--- src/rtl/core/trlb_pkg.sv ---
// ----------------------------------------------------------------------------
// trlb_pkg
// Shared widths, register indexes and the queue entry type of the tracer
// ratio and level bounds block.
// ----------------------------------------------------------------------------
package trlb_pkg;

  localparam int DATA_W = 32;
  localparam int FRAC_W = 16;
  localparam int DIVR_W = 52;
  localparam int NUM_W  = DATA_W + FRAC_W;

  localparam logic [1:0] REG_TIME_STEP = 2'd0;
  localparam logic [1:0] REG_RHS_MULT  = 2'd1;

  localparam logic [31:0] TIME_STEP_RST = 32'd65536;
  localparam logic [1:0]  RHS_MULT_RST  = 2'd0;
  localparam logic [1:0]  MULT_MERGE    = 2'd1;

  localparam logic signed [DATA_W-1:0] POS_LIM = {1'b0, {(DATA_W-1){1'b1}}};
  localparam logic signed [DATA_W-1:0] NEG_LIM = {1'b1, {(DATA_W-1){1'b0}}};

  typedef struct packed {
    logic signed [DIVR_W-1:0] divisor;
    logic signed [DATA_W-1:0] mass;
    logic signed [DATA_W-1:0] pmin;
    logic signed [DATA_W-1:0] pmax;
    logic                     last;
  } entry_t;

endpackage

--- src/rtl/core/trlb_front.sv ---
// ----------------------------------------------------------------------------
// trlb_front
// Accepts grid points, forms the updated thickness and queues the work.
// ----------------------------------------------------------------------------
module trlb_front (
  input  logic                    clk,
  input  logic                    rst_n,
  input  logic                    in_valid,
  output logic                    in_stall,
  input  logic [31:0]             in_thickness,
  input  logic [31:0]             in_divergence,
  input  logic [31:0]             in_tracer_mass,
  input  logic [31:0]             in_prior_min,
  input  logic [31:0]             in_prior_max,
  input  logic                    in_last_in_level,
  input  logic [31:0]             time_step,
  input  logic [1:0]              rhs_mult,
  output logic                    push,
  output trlb_pkg::entry_t        push_entry,
  input  logic                    full
);
  import trlb_pkg::*;

  typedef enum logic [1:0] {ST_IDLE, ST_MUL, ST_PUSH} state_t;

  state_t                   state_r;
  logic signed [DATA_W-1:0] thick_r, mass_r, pmin_r, pmax_r;
  logic                     last_r, dneg_r;
  logic [31:0]              dmag_r;
  logic [63:0]              pmag_r;
  logic signed [63:0]       prod;
  logic [47:0]              scaled;
  logic [50:0]              term;

  always_comb begin
    prod       = dneg_r ? -$signed(pmag_r) : $signed(pmag_r);
    scaled     = 48'(prod >>> FRAC_W);
    term       = {{3{scaled[47]}}, scaled} * 51'(rhs_mult);
    push_entry.divisor = {{(DIVR_W-DATA_W){thick_r[DATA_W-1]}}, thick_r}
                         - {{(DIVR_W-51){term[50]}}, term};
    push_entry.mass = mass_r;
    push_entry.pmin = pmin_r;
    push_entry.pmax = pmax_r;
    push_entry.last = last_r;
  end

  assign in_stall = (state_r != ST_IDLE);
  assign push     = (state_r == ST_PUSH) && !full;

  always_ff @(posedge clk) begin
    if (!rst_n) begin
      state_r <= ST_IDLE;
    end else begin
      case (state_r)
        ST_IDLE: begin
          if (in_valid) begin
            thick_r <= in_thickness;
            mass_r  <= in_tracer_mass;
            pmin_r  <= in_prior_min;
            pmax_r  <= in_prior_max;
            last_r  <= in_last_in_level;
            dneg_r  <= in_divergence[31];
            dmag_r  <= in_divergence[31] ? 32'd0 - in_divergence : in_divergence;
            state_r <= ST_MUL;
          end
        end
        ST_MUL: begin
          pmag_r  <= 64'(time_step) * 64'(dmag_r);
          state_r <= ST_PUSH;
        end
        ST_PUSH: begin
          if (!full) begin
            state_r <= ST_IDLE;
          end
        end
        default: state_r <= ST_IDLE;
      endcase
    end
  end
endmodule

--- src/rtl/core/trlb_queue.sv ---
// ----------------------------------------------------------------------------
// trlb_queue
// Two-entry queue between the front and the back.
// ----------------------------------------------------------------------------
module trlb_queue (
  input  logic             clk,
  input  logic             rst_n,
  input  logic             push,
  input  trlb_pkg::entry_t push_entry,
  output logic             full,
  input  logic             pop,
  output trlb_pkg::entry_t head,
  output logic             empty
);
  import trlb_pkg::*;

  entry_t     slot_r [2];
  logic       wptr_r, rptr_r;
  logic [1:0] count_r;

  assign full  = (count_r == 2'd2);
  assign empty = (count_r == 2'd0);
  assign head  = slot_r[rptr_r];

  always_ff @(posedge clk) begin
    if (push) begin
      slot_r[wptr_r] <= push_entry;
    end
  end

  always_ff @(posedge clk) begin
    if (!rst_n) begin
      wptr_r  <= 1'b0;
      rptr_r  <= 1'b0;
      count_r <= 2'd0;
    end else begin
      if (push) wptr_r <= ~wptr_r;
      if (pop)  rptr_r <= ~rptr_r;
      count_r <= count_r + 2'(push) - 2'(pop);
    end
  end
endmodule

--- src/rtl/core/trlb_back.sv ---
// ----------------------------------------------------------------------------
// trlb_back
// Divides one bit per cycle, saturates the ratio, tracks the level bounds
// and holds the result register.
// ----------------------------------------------------------------------------
module trlb_back (
  input  logic             clk,
  input  logic             rst_n,
  input  logic             empty,
  input  trlb_pkg::entry_t head,
  output logic             pop,
  input  logic [1:0]       rhs_mult,
  output logic             out_valid,
  input  logic             out_stall,
  output logic [31:0]      out_ratio,
  output logic [30:0]      out_level_min,
  output logic [31:0]      out_level_max,
  output logic             out_level_done,
  output logic             out_divide_fault
);
  import trlb_pkg::*;

  typedef enum logic [1:0] {ST_IDLE, ST_DIV, ST_FIN} state_t;

  state_t                   state_r;
  logic [5:0]               cnt_r;
  logic [DIVR_W-1:0]        dmag_r, rem_r;
  logic [NUM_W-1:0]         quo_r;
  logic                     zero_r, neg_r, last_r, out_valid_r;
  logic signed [DATA_W-1:0] mass_r, pmin_r, pmax_r, run_min_r, run_max_r;
  logic [DIVR_W:0]          trial;
  logic                     qbit;
  logic [DATA_W-1:0]        nmag;
  logic signed [DATA_W-1:0] ratio, new_min, new_max, lo, hi;
  logic                     fault, can_out;

  always_comb begin
    nmag  = head.mass[DATA_W-1] ? DATA_W'(0) - head.mass : head.mass;
    trial = {rem_r, quo_r[NUM_W-1]};
    qbit  = (trial >= {1'b0, dmag_r});
    if (zero_r) begin
      fault = 1'b1;
      ratio = (mass_r == '0) ? '0 : (mass_r[DATA_W-1] ? NEG_LIM : POS_LIM);
    end else if (neg_r) begin
      fault = (quo_r > NUM_W'(unsigned'(NEG_LIM)));
      ratio = fault ? NEG_LIM : DATA_W'(0) - quo_r[DATA_W-1:0];
    end else begin
      fault = (quo_r > NUM_W'(unsigned'(POS_LIM)));
      ratio = fault ? POS_LIM : quo_r[DATA_W-1:0];
    end
    new_min = (ratio < run_min_r) ? ratio : run_min_r;
    new_max = (ratio > run_max_r) ? ratio : run_max_r;
    lo = new_min;
    hi = new_max;
    if (rhs_mult == MULT_MERGE) begin
      if (pmin_r < lo) lo = pmin_r;
      if (pmax_r > hi) hi = pmax_r;
    end
    if (lo < 0) lo = '0;
    can_out = !out_valid_r || !out_stall;
  end

  assign pop       = (state_r == ST_IDLE) && !empty;
  assign out_valid = out_valid_r;

  always_ff @(posedge clk) begin
    if (!rst_n) begin
      state_r     <= ST_IDLE;
      out_valid_r <= 1'b0;
      run_min_r   <= POS_LIM;
      run_max_r   <= NEG_LIM;
    end else begin
      if (state_r == ST_FIN && can_out) begin
        out_valid_r <= 1'b1;
      end else if (!out_stall) begin
        out_valid_r <= 1'b0;
      end
      case (state_r)
        ST_IDLE: begin
          if (!empty) begin
            mass_r <= head.mass;
            pmin_r <= head.pmin;
            pmax_r <= head.pmax;
            last_r <= head.last;
            zero_r <= (head.divisor == '0);
            neg_r  <= head.mass[DATA_W-1] ^ head.divisor[DIVR_W-1];
            dmag_r <= head.divisor[DIVR_W-1] ? DIVR_W'(0) - head.divisor : head.divisor;
            rem_r  <= '0;
            quo_r  <= {nmag, {FRAC_W{1'b0}}};
            cnt_r  <= '0;
            state_r <= (head.divisor == '0) ? ST_FIN : ST_DIV;
          end
        end
        ST_DIV: begin
          rem_r <= qbit ? DIVR_W'(trial - {1'b0, dmag_r}) : trial[DIVR_W-1:0];
          quo_r <= {quo_r[NUM_W-2:0], qbit};
          cnt_r <= cnt_r + 6'd1;
          if (cnt_r == 6'(NUM_W - 1)) state_r <= ST_FIN;
        end
        ST_FIN: begin
          if (can_out) begin
            out_ratio        <= ratio;
            out_divide_fault <= fault;
            out_level_done   <= last_r;
            if (last_r) begin
              out_level_min <= lo[30:0];
              out_level_max <= hi;
              run_min_r     <= POS_LIM;
              run_max_r     <= NEG_LIM;
            end else begin
              out_level_min <= '0;
              out_level_max <= '0;
              run_min_r     <= new_min;
              run_max_r     <= new_max;
            end
            state_r <= ST_IDLE;
          end
        end
        default: state_r <= ST_IDLE;
      endcase
    end
  end
endmodule

--- src/rtl/core/tracer_ratio_level_bounds.sv ---
// ----------------------------------------------------------------------------
// tracer_ratio_level_bounds
// Tracer ratio per grid point with running per-level minimum and maximum.
// Points pass the front (capture, multiply, push), a two-entry queue and
// the back (bit-serial divide, finish); a zero divisor skips the divide.
// Front and back each take a new point only when done with the last one.
// Synchronous reset sets dt to 1.0, the multiplier to 0 and clears bounds.
// ----------------------------------------------------------------------------
module tracer_ratio_level_bounds (
  input  logic        clk,
  input  logic        rst_n,
  input  logic        in_valid,
  output logic        in_stall,
  input  logic [31:0] in_thickness,
  input  logic [31:0] in_divergence,
  input  logic [31:0] in_tracer_mass,
  input  logic [31:0] in_prior_min,
  input  logic [31:0] in_prior_max,
  input  logic        in_last_in_level,
  output logic        out_valid,
  input  logic        out_stall,
  output logic [31:0] out_ratio,
  output logic [30:0] out_level_min,
  output logic [31:0] out_level_max,
  output logic        out_level_done,
  output logic        out_divide_fault,
  input  logic        cfg_valid,
  output logic        cfg_ready,
  input  logic [1:0]  cfg_index,
  input  logic [31:0] cfg_data
);
  import trlb_pkg::*;

  logic [31:0] time_step_r;
  logic [1:0]  rhs_mult_r;
  logic        push, full, pop, empty;
  entry_t      push_entry, head;

  assign cfg_ready = 1'b1;

  always_ff @(posedge clk) begin
    if (!rst_n) begin
      time_step_r <= TIME_STEP_RST;
      rhs_mult_r  <= RHS_MULT_RST;
    end else if (cfg_valid) begin
      case (cfg_index)
        REG_TIME_STEP: time_step_r <= cfg_data;
        REG_RHS_MULT:  rhs_mult_r  <= cfg_data[1:0];
        default: ;
      endcase
    end
  end

  trlb_front u_front (
    .clk, .rst_n, .in_valid, .in_stall, .in_thickness, .in_divergence,
    .in_tracer_mass, .in_prior_min, .in_prior_max, .in_last_in_level,
    .time_step(time_step_r), .rhs_mult(rhs_mult_r),
    .push, .push_entry, .full
  );

  trlb_queue u_queue (
    .clk, .rst_n, .push, .push_entry, .full, .pop, .head, .empty
  );

  trlb_back u_back (
    .clk, .rst_n, .empty, .head, .pop, .rhs_mult(rhs_mult_r),
    .out_valid, .out_stall, .out_ratio, .out_level_min, .out_level_max,
    .out_level_done, .out_divide_fault
  );
endmodule

--- config.mk ---
export PLATFORM = sky130hd
export DESIGN_NAME = tracer_ratio_level_bounds
export DESIGN_NICKNAME = d
export VERILOG_FILES = /design/src/rtl/core/trlb_pkg.sv /design/src/rtl/core/trlb_front.sv /design/src/rtl/core/trlb_queue.sv /design/src/rtl/core/trlb_back.sv /design/src/rtl/core/tracer_ratio_level_bounds.sv
export SDC_FILE = /design/constraint.sdc
export NUM_CORES = 2
export LEC_CHECK = 0
export ABC_AREA = 1
export CORE_MARGIN = 10
export CORE_UTILIZATION = 45
export CTS_CLUSTER_SIZE = 40
export DETAILED_ROUTE_END_ITERATION = 10
export DONT_BUFFER_PORTS = 1
export PLACE_DENSITY_LB_ADDON = 0.3
export REMOVE_ABC_BUFFERS = 1
export SLEW_MARGIN = 25
export SYNTH_ARGS = -nofsm -noshare
export SYNTH_HDL_FRONTEND = slang
export SYNTH_SLANG_ARGS = --single-unit
--- constraint.sdc ---
create_clock -name clk -period 19.36 [get_ports clk]
set_input_delay 3.872 -clock clk [delete_from_list [all_inputs] [get_ports clk]]
set_output_delay 3.872 -clock clk [all_outputs]
set_load 0.005 [all_outputs]
==> flow_metrics.env <==
export IMPL_port_buffers=0
export IMPL_worst_setup_path_start_kind="flop"
export IMPL_cts_sinks=986
export IMPL_area_growth_pct=6.99
export IMPL_core_um2=186000
export IMPL_pre_cts_ws_ns=10.36
export IMPL_antenna_found_initial=17
export IMPL_die_w_um=452
export IMPL_yosysTopAreaCell="edfxtp_1"
export IMPL_clk_pin_slew_ns=0.06
export IMPL_drv_slew=0
export IMPL_p_leak_uw=0.0427
export IMPL_cts_tree="built"
export IMPL_place_congestion=0.919
export IMPL_netlist_area_um2=84100
export IMPL_clock_root_buffer="clkbuf_16"
export IMPL_relSlewSlack_pct=28.2
export IMPL_synthFlopType="edfxtp_1"
export IMPL_cellPowerDensity_nw_per_um2=126
export IMPL_postCtsHoldBufs=0
export IMPL_num_rows=158
export IMPL_ys_top_cells_by_area="edfxtp_1 31%, fa_1 21%, nand2_1 9.3%"
export IMPL_yosys_warnings=0
export IMPL_initial_core_util_pct=45.3
export IMPL_via_count=60923
export IMPL_cts_buffer_depth=3
export IMPL_clock_fmax_ghz=0.109
export IMPL_yosysMostFrequentCell="nand2_1"
export IMPL_firstDrtPassIters=5
export IMPL_num_io_pins=300
export IMPL_cts_setup_buffers=0
export IMPL_post_dp_hpwl_um=167000
export IMPL_grt_overflow_total=0
export IMPL_period_share_pct=47.2
export IMPL_setup_viol=0
export IMPL_fin_skew_ns=0.0348
export IMPL_synthArstFlopShare_pct=0
export IMPL_crit_path_end_kind="flop"
export IMPL_yosysSeqAreaShare_pct=33.9
export IMPL_rr_startpoint="u_back.quo_r[2]"
export IMPL_grt_use_total_pct=21.4
export IMPL_ys_ff_latch=986
export IMPL_status="completed"
export IMPL_netlist_instances=9308
export IMPL_first_global_vias=62591
export IMPL_antenna_left=0
export IMPL_maxCapViolations=0
export IMPL_min_period_ns=9.13
export IMPL_max_stage_delay_ns=0.47
export IMPL_hold_class="reg -> reg"
export IMPL_fillers=17225
export IMPL_syn_area_per_cell_um2=9.03
export IMPL_cts_buffers=99
export IMPL_arrival_ns=9.57
export IMPL_fin_nets=10787
export IMPL_finish_utilization_pct=48.5
export IMPL_wl_per_cell_um=19.0
export IMPL_grt_pass1_wl_um=349000
export IMPL_htreeDepth=3
export IMPL_reg2reg_depth=46
export IMPL_rsz0062_at_grt="false"
export IMPL_crit_slowest_cell="buf_4"
export IMPL_crit_required_ns=19.80
export IMPL_clk_latency_ns=0.72
export IMPL_die_area_um2=205000
export IMPL_synth_edf_count=878
export IMPL_timing_rr_end="u_back.out_level_max[0]"
export IMPL_yosys_top_cells_count="2093 x nand2_1, 1935 x inv_1, 899 x fa_1"
export IMPL_hold_viol=0
export IMPL_whs_path_depth=0
export IMPL_peakVddDrop_v=0.000217
export IMPL_drc_errors=0
export IMPL_cts_resized=0
export IMPL_yosysUniqueCellTypes=70
export IMPL_setup_tns_ns=0
export IMPL_crit_fanout=57
export IMPL_viasPerCell=5.20
export IMPL_yosysTopAreaCellShare_pct=31.4
export IMPL_routed_wl_um=222000
export IMPL_reg2reg_slack_ns=10.23
export IMPL_critPathKind="reg -> reg"
export IMPL_hold_path_end="u_queue.slot_r[1][24]"
export IMPL_grt_max_degree=106
export IMPL_drt_iter0_drc=3842
export IMPL_hp_start="u_front.pmax_r[23]"
export IMPL_die_h_um=452
export IMPL_worst_pin_slew_ns=1.08
export IMPL_drive_above_1_share_pct=4.45
export IMPL_worst_slack_ns=10.23
-- worst max path at each step --
stage                                from                  endpoint  slack (ns)  cells past startpoint
final                     u_back.quo_r[2]   u_back.out_level_max[0]       10.23                     46
after global routing      u_back.quo_r[2]   u_back.out_level_max[2]        9.09                     46
after CTS                 u_back.quo_r[2]   u_back.out_level_max[0]       10.27                     46
after detailed placement  u_back.quo_r[2]   u_back.out_level_max[0]       10.36                     46
after global placement    u_back.quo_r[2]  u_back.out_level_max[29]       10.71                     46
after floorplan                     rst_n          u_back.dmag_r[0]        3.94                      2
-- per-stage QoR --
step	std cells	total power, uW	instance area (um2)	hold slack, ns
2_1_floorplan	8930	7410	82600	0.421
3_3_place_gp	11519	9320	86600	0.423
3_5_place_dp	11519	9400	86600	0.429
4_1_cts	11699	11400	89900	0.430
5_1_grt	11707	12200	89900	0.444
6_report	11708	11300	90000	0.441
-- final cells by class --
class | instances | area (um2) | share of cell area (%)
clock buffer | 116 | 2610 | 2.90
tap | 2480 | 3100 | 3.45
sequential | 986 | 28600 | 31.7
inverter | 1949 | 7320 | 8.14
clock inverter | 64 | 662 | 0.736
timing repair buffer | 110 | 842 | 0.936
multi-input combinational | 5995 | 46800 | 52.1
antenna | 8 | 20.0 | 0.0223
-- per-layer routing --
metal	wire length [um]	share of wire, %	track usage, %
met1	87400	39	25.9
met2	112000	50	37.8
met3	11700	5.3	2.75
met4	11300	5.1	10.0
met5	11	0.0050	0
-- power by group --
part           total (uW)  switching, uW  internal [uW]
Sequential           3140            214           2920
Clock                1940            848           1090
Combinational        6220           4120           2100
-- state kept, by name, indices dropped and copies added (netlist names), 31 cells and up, named ones only --
| register | cells |
|---|---|
| u_back.quo_r | 48 |
| u_front.pmag_r | 64 |
| u_back.run_min_r | 32 |
| u_front.dmag_r | 32 |
| u_back.pmin_r | 32 |
| u_queue.slot_r | 298 |
| u_front.pmax_r | 32 |
| u_back.pmax_r | 32 |
| u_back.dmag_r | 52 |
| u_front.pmin_r | 32 |
| u_front.mass_r | 32 |
| u_back.run_max_r | 32 |
| u_back.out_ratio | 32 |
| u_back.out_level_max | 32 |
| time_step_r | 32 |
| u_back.mass_r | 32 |
| u_back.rem_r | 52 |
| u_front.thick_r | 32 |
| u_back.out_level_min | 31 |
-- kinds of logic (layout without fill, tap and decap cells) --
family	count (synthesis)	in the layout	synth area share (%)
DFF	986	986	33.9
xor gates and xnor gates	371	371	3.86
AOI/OAI and AO/OA	1126	1126	7.41
buffers and inverters	2327	2239	10.5
other	1	9	0.00446
adders and majority gates	1446	1446	29.5
and+or+nand+nor	3016	3016	14.4
muxes	35	35	0.417
-- placed cells by master, fill, tap and decap left out, types with 12 or more instances in the layout --
cell,synthesis,layout
clkbuf_16,0,100
a211oi_1,17,17
nor3_1,59,57
dfxtp_2,0,14
buf_4,1,108
nand3_1,94,93
nor2_4,3,12
xnor2_1,117,117
clkinv_1,3,17
o211ai_1,41,41
clkinv_2,0,16
o31ai_1,12,12
fa_1,899,899
inv_1,1935,1934
dfxtp_1,108,92
clkinvlp_4,0,12
nor2_1,597,588
ha_1,547,547
o21ai_0,400,399
nand4_1,48,48
a21oi_1,461,461
a21o_1,13,13
o221ai_1,12,12
nand2_1,2093,2093
xor2_1,254,254
edfxtp_1,878,878
o21ai_1,27,27
a31oi_1,60,60
or2_2,57,57
o21a_1,24,24
mux2i_1,35,35
o21bai_1,13,13
nor4_1,19,19
-- critical path: cells and delay by family, from the launching register on --
family	cells	cell delay [ns]
AO/OA/AOI/OAI	7	1.08
XOR/XNOR	2	0.36
adder cells (fa/ha/maj)	2	0.72
buffers and inverters	9	1.60
flip-flops	1	0.42
AND/OR/NAND/NOR	26	4.62
(Power assumes the default switching activity.)
